--- src/design/ntfs_data_run_decoder_unit_macros.svh ---
// -----------------------------------------------------------------------------
// NTFS data-run decoder assertion macros
// Short forms for clocked, reset-qualified concurrent assertions.
// -----------------------------------------------------------------------------
`ifndef NTFS_DATA_RUN_DECODER_UNIT_MACROS_SVH
`define NTFS_DATA_RUN_DECODER_UNIT_MACROS_SVH

// Consequent must hold in the same cycle as the antecedent.
`define NDR_ASSERT_IMP(label, ante, cons, msg) \
    label: assert property (@(posedge clk) disable iff (!rst_n) (ante) |-> (cons)) \
        else $error(msg);

// Consequent must hold in the cycle after the antecedent.
`define NDR_ASSERT_NXT(label, ante, cons, msg) \
    label: assert property (@(posedge clk) disable iff (!rst_n) (ante) |=> (cons)) \
        else $error(msg);

`endif

--- src/design/ndr_pkg.sv ---
// -----------------------------------------------------------------------------
// NTFS data-run decoder package
// Shared types, state codes and register indexes of the data-run decoder.
// -----------------------------------------------------------------------------
`default_nettype none

package ndr_pkg;

    // Width of the configuration register index.
    localparam int CFG_IDX_W = 1;

    localparam logic [CFG_IDX_W-1:0] CFG_SECTORS_PER_CLUSTER = 1'b0;
    localparam logic [CFG_IDX_W-1:0] CFG_VOLUME_START_SECTOR = 1'b1;

    localparam logic [7:0] SPC_RESET = 8'd8;

    // Largest legal size nibble in a run header.
    localparam logic [3:0] MAX_FIELD_BYTES = 4'd8;

    typedef enum logic [2:0] {
        PH_HEADER = 3'b001,
        PH_LENGTH = 3'b010,
        PH_OFFSET = 3'b100
    } phase_t;

    typedef struct packed {
        logic [7:0] run_byte;
        logic       attr_end;
    } run_item_t;

    typedef struct packed {
        logic        run_valid;
        logic [63:0] start_sector;
        logic [63:0] sector_count;
        logic        is_sparse;
        logic        list_end;
        logic        malformed;
    } run_result_t;

    // A decoded run still in cluster units, waiting for the sector scaling.
    typedef struct packed {
        logic        run_valid;
        logic [63:0] cluster_count;
        logic [63:0] start_cluster;
        logic        is_sparse;
        logic        list_end;
        logic        malformed;
    } run_job_t;

endpackage

`default_nettype wire

--- src/design/ntfs_data_run_decoder_unit.sv ---
// -----------------------------------------------------------------------------
// NTFS data-run decoder
// Decodes an NTFS mapping-pairs list, one byte per transfer, into sector runs.
// -----------------------------------------------------------------------------
// Usage. The byte channel (byte_valid, byte_stall, byte_data) carries one byte
// of the run list per transfer, with attr_end set on the last byte that the
// attribute holds. A transfer happens when valid is high and stall is low.
// The result channel (result_valid, result_stall, result_data) carries one
// transfer for each completed run and one for each end of the list (zero
// header, attribute end or malformed size nibble); other bytes give none.
// Throughput is one byte per clock cycle while byte_stall is low. The edge that
// takes a byte updates the run state and captures a completed run, in cluster
// units, into the capture stage; from there it is scaled by sectors_per_cluster
// (two 64 by 8 bit multipliers), the volume start is added and the result is
// registered in the output register. When the receiver stalls, the output
// register and the capture stage fill up and byte_stall rises only once both
// hold a result, so bytes that cause no result still flow past a full output.
// Reset (rst_n low, asynchronous) empties both stages, returns the decoder to
// waiting for a header byte with the running cluster at zero, and sets
// sectors_per_cluster to 8 and volume_start_sector to 0. Configuration is
// written through cfg_we, cfg_index and cfg_data; the user must write it only
// while no result is in flight, which the block itself does not enforce.
// -----------------------------------------------------------------------------
`default_nettype none

`include "ntfs_data_run_decoder_unit_macros.svh"

module ntfs_data_run_decoder_unit (
    input  wire logic                            clk,
    input  wire logic                            rst_n,
    input  wire logic                            byte_valid,
    output logic                                 byte_stall,
    input  wire ndr_pkg::run_item_t              byte_data,
    output logic                                 result_valid,
    input  wire logic                            result_stall,
    output ndr_pkg::run_result_t                 result_data,
    input  wire logic                            cfg_we,
    input  wire logic [ndr_pkg::CFG_IDX_W-1:0]   cfg_index,
    input  wire logic [63:0]                     cfg_data
);

    // Configuration registers.
    logic [7:0]  spc_reg;
    logic [63:0] vol_start_reg;

    // Run-list decode state.
    ndr_pkg::phase_t phase_reg, phase_next;
    logic [3:0]  len_left_reg, len_left_next;
    logic [3:0]  off_total_reg, off_total_next;
    logic [3:0]  byte_pos_reg, byte_pos_next;
    logic [63:0] count_acc_reg, count_acc_next;
    logic [63:0] off_acc_reg, off_acc_next;
    logic [63:0] run_cluster_reg, run_cluster_next;

    // Capture stage and output register.
    logic              job_valid_reg;
    ndr_pkg::run_job_t job_reg, job_next;
    logic              result_valid_reg;
    ndr_pkg::run_result_t result_reg, result_next;

    // Handshake.
    logic out_free;
    logic job_free;
    logic accept;
    logic emit;
    logic clear_run;
    logic clear_all;

    // Per-byte datapath terms.
    logic [7:0]  run_byte;
    logic        last;
    logic [3:0]  len_nib;
    logic [3:0]  off_nib;
    logic [63:0] byte_shifted;
    logic [3:0]  pos_inc;
    logic [3:0]  len_dec;
    logic [63:0] count_or;
    logic [63:0] off_or;
    logic [5:0]  sign_idx;
    logic [63:0] off_ext;
    logic [63:0] cluster_sum;

    // Scaling products, modulo two to the 64.
    logic [63:0] start_prod;
    logic [63:0] count_prod;

    // -------------------------------------------------------------------------
    // Handshake: the capture stage may take a new result whenever it is empty
    // or is being emptied into the output register in the same cycle.
    // -------------------------------------------------------------------------
    assign out_free   = !result_valid_reg || !result_stall;
    assign job_free   = !job_valid_reg || out_free;
    assign byte_stall = !job_free;
    assign accept     = byte_valid && job_free;

    assign result_valid = result_valid_reg;
    assign result_data  = result_reg;

    // -------------------------------------------------------------------------
    // Configuration writes.
    // -------------------------------------------------------------------------
    always_ff @(posedge clk or negedge rst_n)
    begin
        if (!rst_n)
        begin
            spc_reg       <= ndr_pkg::SPC_RESET;
            vol_start_reg <= '0;
        end
        else if (cfg_we)
        begin
            unique case (cfg_index)
                ndr_pkg::CFG_SECTORS_PER_CLUSTER: spc_reg       <= cfg_data[7:0];
                ndr_pkg::CFG_VOLUME_START_SECTOR: vol_start_reg <= cfg_data;
                default: ;
            endcase
        end
    end

    // -------------------------------------------------------------------------
    // Byte decode. Each byte is either a header, one byte of the little-endian
    // cluster count, or one byte of the signed cluster delta.
    // -------------------------------------------------------------------------
    assign run_byte     = byte_data.run_byte;
    assign last         = byte_data.attr_end;
    assign len_nib      = run_byte[3:0];
    assign off_nib      = run_byte[7:4];
    assign byte_shifted = {56'd0, run_byte} << {byte_pos_reg[2:0], 3'b000};
    assign pos_inc      = byte_pos_reg + 4'd1;
    assign len_dec      = len_left_reg - 4'd1;
    assign count_or     = count_acc_reg | byte_shifted;
    assign off_or       = off_acc_reg | byte_shifted;

    // The delta is sign-extended from the top bit of its last byte, unless it
    // already fills all eight bytes.
    assign sign_idx = {off_total_reg[2:0], 3'b000} - 6'd1;

    always_comb
    begin
        off_ext = off_or;
        if (!off_total_reg[3] && off_or[sign_idx])
        begin
            off_ext = off_or | ({64{1'b1}} << {off_total_reg[2:0], 3'b000});
        end
    end

    assign cluster_sum = run_cluster_reg + off_ext;

    always_comb
    begin
        phase_next       = phase_reg;
        len_left_next    = len_left_reg;
        off_total_next   = off_total_reg;
        byte_pos_next    = byte_pos_reg;
        count_acc_next   = count_acc_reg;
        off_acc_next     = off_acc_reg;
        run_cluster_next = run_cluster_reg;
        job_next         = '0;
        emit             = 1'b0;
        clear_run        = 1'b0;
        clear_all        = 1'b0;

        if (accept)
        begin
            unique case (phase_reg)
                ndr_pkg::PH_LENGTH:
                begin
                    count_acc_next = count_or;
                    byte_pos_next  = pos_inc;
                    len_left_next  = len_dec;
                    if (len_dec == 4'd0)
                    begin
                        if (off_total_reg == 4'd0)
                        begin
                            // No delta field: the run is sparse.
                            emit                   = 1'b1;
                            job_next.run_valid     = 1'b1;
                            job_next.cluster_count = count_or;
                            job_next.is_sparse     = 1'b1;
                            job_next.list_end      = last;
                            clear_run              = 1'b1;
                            clear_all              = last;
                        end
                        else
                        begin
                            phase_next    = ndr_pkg::PH_OFFSET;
                            byte_pos_next = 4'd0;
                            if (last)
                            begin
                                emit              = 1'b1;
                                job_next.list_end = 1'b1;
                                clear_all         = 1'b1;
                            end
                        end
                    end
                    else if (last)
                    begin
                        emit              = 1'b1;
                        job_next.list_end = 1'b1;
                        clear_all         = 1'b1;
                    end
                end

                ndr_pkg::PH_OFFSET:
                begin
                    off_acc_next  = off_or;
                    byte_pos_next = pos_inc;
                    if (pos_inc >= off_total_reg)
                    begin
                        run_cluster_next       = cluster_sum;
                        emit                   = 1'b1;
                        job_next.run_valid     = 1'b1;
                        job_next.cluster_count = count_acc_reg;
                        job_next.start_cluster = cluster_sum;
                        job_next.list_end      = last;
                        clear_run              = 1'b1;
                        clear_all              = last;
                    end
                    else if (last)
                    begin
                        emit              = 1'b1;
                        job_next.list_end = 1'b1;
                        clear_all         = 1'b1;
                    end
                end

                default:
                begin
                    // Header byte; an unknown phase code also lands here.
                    if (run_byte == 8'h00)
                    begin
                        emit              = 1'b1;
                        job_next.list_end = 1'b1;
                        clear_all         = 1'b1;
                    end
                    else if (len_nib > ndr_pkg::MAX_FIELD_BYTES
                             || off_nib > ndr_pkg::MAX_FIELD_BYTES)
                    begin
                        emit               = 1'b1;
                        job_next.list_end  = 1'b1;
                        job_next.malformed = 1'b1;
                        clear_all          = 1'b1;
                    end
                    else if (last)
                    begin
                        emit              = 1'b1;
                        job_next.list_end = 1'b1;
                        clear_all         = 1'b1;
                    end
                    else
                    begin
                        len_left_next  = len_nib;
                        off_total_next = off_nib;
                        byte_pos_next  = 4'd0;
                        count_acc_next = '0;
                        off_acc_next   = '0;
                        phase_next     = (len_nib != 4'd0) ? ndr_pkg::PH_LENGTH
                                                           : ndr_pkg::PH_OFFSET;
                    end
                end
            endcase
        end

        // Finishing a run clears the per-run fields; ending the list also
        // drops the running cluster number.
        if (clear_run || clear_all)
        begin
            phase_next     = ndr_pkg::PH_HEADER;
            len_left_next  = 4'd0;
            off_total_next = 4'd0;
            byte_pos_next  = 4'd0;
            count_acc_next = '0;
            off_acc_next   = '0;
        end
        if (clear_all)
        begin
            run_cluster_next = '0;
        end
    end

    always_ff @(posedge clk or negedge rst_n)
    begin
        if (!rst_n)
        begin
            phase_reg       <= ndr_pkg::PH_HEADER;
            len_left_reg    <= '0;
            off_total_reg   <= '0;
            byte_pos_reg    <= '0;
            count_acc_reg   <= '0;
            off_acc_reg     <= '0;
            run_cluster_reg <= '0;
        end
        else
        begin
            phase_reg       <= phase_next;
            len_left_reg    <= len_left_next;
            off_total_reg   <= off_total_next;
            byte_pos_reg    <= byte_pos_next;
            count_acc_reg   <= count_acc_next;
            off_acc_reg     <= off_acc_next;
            run_cluster_reg <= run_cluster_next;
        end
    end

    // -------------------------------------------------------------------------
    // Capture stage.
    // -------------------------------------------------------------------------
    always_ff @(posedge clk or negedge rst_n)
    begin
        if (!rst_n)
        begin
            job_valid_reg <= 1'b0;
        end
        else if (job_free)
        begin
            job_valid_reg <= accept && emit;
        end
    end

    always_ff @(posedge clk)
    begin
        if (accept && emit)
        begin
            job_reg <= job_next;
        end
    end

    // -------------------------------------------------------------------------
    // Sector scaling into the output register.
    // -------------------------------------------------------------------------
    assign start_prod = job_reg.start_cluster * {56'd0, spc_reg};
    assign count_prod = job_reg.cluster_count * {56'd0, spc_reg};

    always_comb
    begin
        result_next.run_valid    = job_reg.run_valid;
        result_next.start_sector = (job_reg.run_valid && !job_reg.is_sparse)
                                   ? vol_start_reg + start_prod : 64'd0;
        result_next.sector_count = count_prod;
        result_next.is_sparse    = job_reg.is_sparse;
        result_next.list_end     = job_reg.list_end;
        result_next.malformed    = job_reg.malformed;
    end

    always_ff @(posedge clk or negedge rst_n)
    begin
        if (!rst_n)
        begin
            result_valid_reg <= 1'b0;
        end
        else if (out_free)
        begin
            result_valid_reg <= job_valid_reg;
        end
    end

    always_ff @(posedge clk)
    begin
        if (out_free && job_valid_reg)
        begin
            result_reg <= result_next;
        end
    end

    // -------------------------------------------------------------------------
    // Assertions.
    // -------------------------------------------------------------------------
    `NDR_ASSERT_IMP(a_malformed_ends_list,
        result_valid && result_data.malformed,
        result_data.list_end && !result_data.run_valid,
        "malformed result without list end or with a run")
    `NDR_ASSERT_IMP(a_sparse_has_no_start,
        result_valid && result_data.is_sparse,
        result_data.run_valid && result_data.start_sector == 64'd0,
        "sparse result with a start sector")
    `NDR_ASSERT_NXT(a_job_held_on_stall,
        job_valid_reg && !out_free,
        job_valid_reg && $stable(job_reg),
        "captured run lost while the output stalls")
    `NDR_ASSERT_NXT(a_list_end_clears,
        accept && emit && job_next.list_end,
        phase_reg == ndr_pkg::PH_HEADER && run_cluster_reg == 64'd0,
        "list end did not clear the decoder")

endmodule

`default_nettype wire
--- config.mk ---
export PLATFORM = sky130hd
export DESIGN_NAME = ntfs_data_run_decoder_unit
export DESIGN_NICKNAME = d
export VERILOG_FILES = /design/src/design/ndr_pkg.sv /design/src/design/ntfs_data_run_decoder_unit.sv
export VERILOG_INCLUDE_DIRS = /design/src /design/src/design
export SDC_FILE = /design/constraint.sdc
export NUM_CORES = 2
export LEC_CHECK = 0
export BUFFER_PORTS_ARGS = -buffer_cell sky130_fd_sc_hd__buf_2
export CAP_MARGIN = 40
export CORE_MARGIN = 2
export CORE_UTILIZATION = 60
export DETAILED_ROUTE_END_ITERATION = 10
export PLACE_DENSITY = 0.78
export SLEW_MARGIN = 20
export SYNTH_ARGS = -nofsm -noshare
export SYNTH_HDL_FRONTEND = slang
export SYNTH_SLANG_ARGS = --single-unit
export TNS_END_PERCENT = 30
--- constraint.sdc ---
create_clock -name clk -period 13 [get_ports clk]
set_clock_uncertainty 0.15 [all_clocks]
set_input_delay 0.65 -clock clk [delete_from_list [all_inputs] [get_ports clk]]
set_output_delay 0.65 -clock clk [all_outputs]
set_load 0.005 [all_outputs]
# --- Yosys cells after proc, flatten, opt, wreduce, memory -nomap -nowiden ---
# Cells that the tools add are included.
op_classes:
  n_addsub: 5
  multipliers: 2
  magnitude_cmp: 4
  n_eq_ne: 19
  shifts: 2
  mux: 68
  n_bitwise: 5
  reduce_logical: 35
ops:
  columns: ["op", "n"]
  rows:
  - ["64-bit 2-to-1 mux", 12]
  - ["64-bit one-hot mux with 2 select lines", 2]
  - ["64-bit OR", 3]
  - ["65-bit 2-to-1 mux", 2]
  - ["65-bit one-hot mux with 2 select lines", 1]
  - ["129-bit 2-to-1 mux", 1]
  - ["64-bit adder", 2]
  - ["64-bit by 8-bit multiplier with 64-bit output", 2]
  - ["4-bit 2-to-1 mux", 18]
  - ["64-bit by 6-bit << shifter with 64-bit output, first input constant", 1]
  - ["8-bit by 6-bit << shifter with 64-bit output", 1]
  - ["3-bit 2-to-1 mux", 8]
  - ["3-bit by 1-bit inequality test with 1-bit output, second input constant", 6]
  - ["1-bit 2-to-1 mux", 17]
  - ["4-bit one-hot mux with 2 select lines", 2]
  - ["5-bit AND reduction", 3]
  - ["4-bit by 1-bit inequality test with 1-bit output, second input constant", 3]
  - ["4-bit > comparator, second input constant", 2]
  - ["4-bit logical NOT", 2]
  - ["8-bit logical NOT", 1]
  - ["2-bit by 1-bit inequality test with 1-bit output, second input constant", 4]
  - ["2-bit nonzero test", 4]
  - ["6-bit by 7-bit less-than comparator with 1-bit output, second input constant", 1]
  - ["7-bit AND reduction", 1]
  - ["other kinds (21)", 41]
word_totals:
  ff_bits: 545
  inputBits: 79
  output_inout_bits: 134
  word_cells: 163

# --- Depth between registers and ports, before layout ---
depth:
  depth_word: 11
  ltp_mapped: 24

# --- Worst setup path after synthesis ---
# OpenSTA, ideal clock, no wires.
synth_path:
  path_type: "input to register"
  startpoint: "input port result_stall"
  endpoint: "register result_reg, in the netlist result_data[0] (enable)"
  setup_ps: 825
  arrival_ps: 10150
  required_time_ps: 12025
  path_slack_ps: 1875
  cell_stages: 1
  path_cell_list: "a21boi_0"
synth_via:
  elab_chain_cells: 3
synth_lines:
  columns: ["item", "line_no", "source"]
  rows:
  - ["from (decl)", "ntfs_data_run_decoder_unit.sv:35", "input wire logic result_stall,"]
  - ["1-bit logical NOT", "ntfs_data_run_decoder_unit.sv:91", "assign out_free = !result_valid_reg || !result_stall;"]
  - ["1-bit logical OR", "ntfs_data_run_decoder_unit.sv:91", null]
  - ["1-bit logical AND", "ntfs_data_run_decoder_unit.sv:358", "if (out_free && job_valid_reg)"]
  - ["to (signal assigned)", "ntfs_data_run_decoder_unit.sv:360", "result_reg <= result_next;"]
  - ["to (decl)", "ntfs_data_run_decoder_unit.sv:59", "ndr_pkg::run_result_t result_reg, result_next;"]
# No other way between the ends.
# A chain may end at the register's enable or synchronous reset.

# --- Worst setup path in the final report ---
layout_path:
  startpoint: "register spc_reg[5]"
  endpoint: "register result_reg, in the netlist result_data[121], data pin"
layout_via:
  elab_chain_cells: 2
layout_lines:
  columns: ["item", "line_no", "source"]
  rows:
  - ["from (decl)", "ntfs_data_run_decoder_unit.sv:43", "logic [7:0] spc_reg;"]
  - ["from (signal assigned)", "ntfs_data_run_decoder_unit.sv:106", "spc_reg <= ndr_pkg::SPC_RESET;"]
  - ["from (signal assigned)", "ntfs_data_run_decoder_unit.sv:112", "ndr_pkg::CFG_SECTORS_PER_CLUSTER: spc_reg <= cfg_data[7:0];"]
  - ["64-bit by 8-bit multiplier with 64-bit output", "ntfs_data_run_decoder_unit.sv:330", "assign start_prod = job_reg.start_cluster * {56'd0, spc_reg};"]
  - ["64-bit adder", "ntfs_data_run_decoder_unit.sv:337", "? vol_start_reg + start_prod : 64'd0;"]
# No other way between the ends.

==> summary.txt <==
Run status
  • Status: finished, final reports clean

STA
  • Count of final hold-check violations: 0
  • Min Tclk post-route: 7.76 ns
  • Endpoints failing setup: 0
  • Final period util: 59.7%
  • Final Worst Setup Slack: 5.24 ns
  • RSZ-0062 raised after global routing: no
  • Fmax: 0.129 GHz
  • Final TNS setup: 0 ns
  • Actual slew at the worst max-slew pin: 1.06 ns
  • Max-slew violation count: 0
  • Slew margin rel.: 29.5%

Yosys
  • Yosys top cell area share: 27.3%
  • Largest area contributor in the netlist: fa_1
  • Most used DFF post-synth: dfrtp_1
  • Cell area after synthesis: 55700 um^2
  • Sequential element share of the synthesized area: 26.9%
  • Post-Syn Instances: 5851
  • Mapped Nets: 6908
  • Yosys reg bits: 545
  • Yosys warning count: 0
  • Yosys cell types: 90
  • Number of flops mapped to enable cells by yosys: 264
  • Mean area per synthesized cell: 9.52 um^2
  • Post-synthesis async set-or-reset flop share: 51.6%
  • Main area contributors after synthesis: fa_1, edfxtp_1, dfrtp_1

Clock network
  • CTS tree: yes
  • Root Driver: clkbuf_16
  • Clk sinks: 545
  • CTS resizes: 0
  • Clk pin slew, worst setup/hold paths: 0.06 ns
  • Total CTS buffers: 66
  • Post-CTS Setup Repair Bufs: 0
  • Worst-Skew Late Latency: 0.64 ns
  • Cts-stage hold buffer count: 1
  • Clock buffer depth: 3
  • # H-tree levels: 3

Critical path
  • Endpoint class of the critical path: flip-flop
  • Crit path max-delay cell type: a221oi_1
  • Critical path data required time: 13.21 ns
  • Max FO, Critical Path: 63
  • Critical Path AT: 7.97 ns
  • Critical path, cell by cell: buf_4 -> buf_4 -> and2_1 -> fa_1 -> fa_1 -> fa_1 -> inv_1 -> fa_1 -> inv_1 -> ha_1 -> and3_1 -> and3_1 -> a32oi_1 -> o211ai_1 -> o211ai_1 -> a21oi_1 -> a221oi_1 -> o21ai_0 -> xnor2_1 -> nor2_1
  • Cell mode on critical path: fa_1
  • Worst R2R Path Depth: 20
  • R2r endpoint: result_data[121]$_SDFFCE_PN0P_
  • R2R Setup Slk: 5.24 ns
  • Kind of critical path: flip-flop to flip-flop
  • R2R Path Start: spc_reg[5]$_DFFE_PN0P_
  • Crit-path max cell delay: 0.94 ns
  • Startpoint types: flip-flop

Drt
  • Pre-Repair DR Iteration Count: 6
  • Final wirelength: 146 mm
  • Post-route ant nets: 0
  • WL/cell: 20.3 um
  • Initial DRC count: 4043
  • DRC: 0
  • DR vias: 42500
  • Vias per cell: 5.90

Place
  • IO buf count: 212
  • Pre-CTS setup slack: 5.45 ns
  • DP Cell Count: 7081
  • Post-DP HPWL: 110 mm
  • RD Place Congestion: 0.968

Die
  • Die H: 309 um
  • Starting density of the core: 60.7%
  • Die width: 309 um
  • Core Region: 91800 um^2
  • Num rows: 111
  • Die area: 95300 um^2
  • Top Ports: 213

Flow run
  • MaxCap Viol Count: 0

Global routing
  • GRT overflow: 0
  • First-pass GRT wire length: 236 mm
  • Tot GR Track Use: 31.7%
  • Largest net degree at the start of global routing: 126
  • Vias in the first global route: 43400
  • Initial antenna violation count: 1

Min path
  • Hold Path Depth: 2
  • Hold crit path type: input pin to flip-flop
  • Hold-critical path endpoint: vol_start_reg[10]$_DFFE_PN0P_
  • Worst Hold Launch: cfg_data[10]

Final layout
  • Layout cell share with drive strength beyond 1: 8.12%
  • Most frequent cells in the layout: inv_1, fa_1, and2_1, nor2_1, nand2_1
  • Fillers: 7396
  • Layout area overhead: 8.00%
  • Commonest non-fill, non-tap cell in the layout: inv_1
  • Final #Nets: 6972
  • N_diodes: 0
  • Final Non-Filler Cells: 7206
## critical path: cells and delay by family (launching register included)
family / cells / cell delay, ns
buffers and inverters: 4 / 1.22
AND/OR/NAND/NOR: 4 / 0.72
flip-flops: 1 / 0.79
adder cells (fa/ha/maj): 5 / 2.20
AO/OA/AOI/OAI: 6 / 2.16
XOR/XNOR: 1 / 0.21
## cell usage after synthesis, types with 72 or more instances
library cell / number
a21o_1: 106
fa_1: 759
and2_1: 746
clkbuf_1: 225
edfxtp_1: 264
nand2_1: 471
dfrtp_1: 279
inv_1: 793
mux2_2: 72
ha_1: 219
o21ai_0: 129
nor2_1: 481
a21oi_1: 454
xnor2_1: 126
## per-layer routing
layer | up-vias | share of wire, % | GRT usage, %
met5 | - | 0 | 0.101
met4 | 0 | 3.5 | 10.6
li1 | 19000 | - | -
met1 | 21400 | 42 | 45.4
met3 | 294 | 9.0 | 6.27
met2 | 1836 | 45 | 48.7
## how the worst max path moves through the flow
stage | startpoint | to | slack (ns) | cells past startpoint
after global routing | spc_reg[1]$_DFFE_PN0P_ | result_data[121]$_SDFFCE_PN0P_ | 5.05 | 20
after floorplan | result_stall | result_data[0]$_DFFE_PP_ | 1.87 | 1
after detailed placement | spc_reg[5]$_DFFE_PN0P_ | result_data[121]$_SDFFCE_PN0P_ | 5.45 | 20
final | spc_reg[5]$_DFFE_PN0P_ | result_data[121]$_SDFFCE_PN0P_ | 5.24 | 20
after global placement | spc_reg[1]$_DFFE_PN0P_ | result_data[121]$_SDFFCE_PN0P_ | 5.67 | 20
after CTS | spc_reg[5]$_DFFE_PN0P_ | result_data[121]$_SDFFCE_PN0P_ | 5.43 | 20
## cell families (layout without fill, tap and decap cells)
logic type / after synthesis / in the layout / synth area share, %
buf+inv: 1053 / 1165 / 7.15
flops: 545 / 545 / 26.9
mux: 77 / 77 / 1.58
xor+xnor: 194 / 194 / 3.05
compound gates: 972 / 972 / 10.6
simple gates: 2032 / 2032 / 18.5
fa+ha+maj: 978 / 978 / 32.2
## cell type report
| class | count | area, um^2 | area share, % |
|---|---|---|---|
| Clock buffer | 86 | 1890 | 3.14 |
| Clock inverter | 30 | 425 | 0.707 |
| Inverter | 794 | 2990 | 4.96 |
| Multi-Input combinational cell | 4253 | 36800 | 61.2 |
| Sequential cell | 545 | 15000 | 24.9 |
| Tap cell | 1243 | 1560 | 2.59 |
| Timing Repair Buffer | 255 | 1510 | 2.50 |
## stage by stage
step                utilization, %  hold WS (ns)  instance area (um^2)
floorplan                        -         0.204                 55700
global placement              62.8         0.268                 57700
detailed placement            62.9         0.261                 57700
CTS                           65.4        0.0590                 60100
global route                  65.5        0.0869                 60200
finish                        65.5        0.0896                 60200
Power is left out: the tool's default activity adds up to more than one toggle a clock period on the data nets, which glitch-free logic cannot reach.
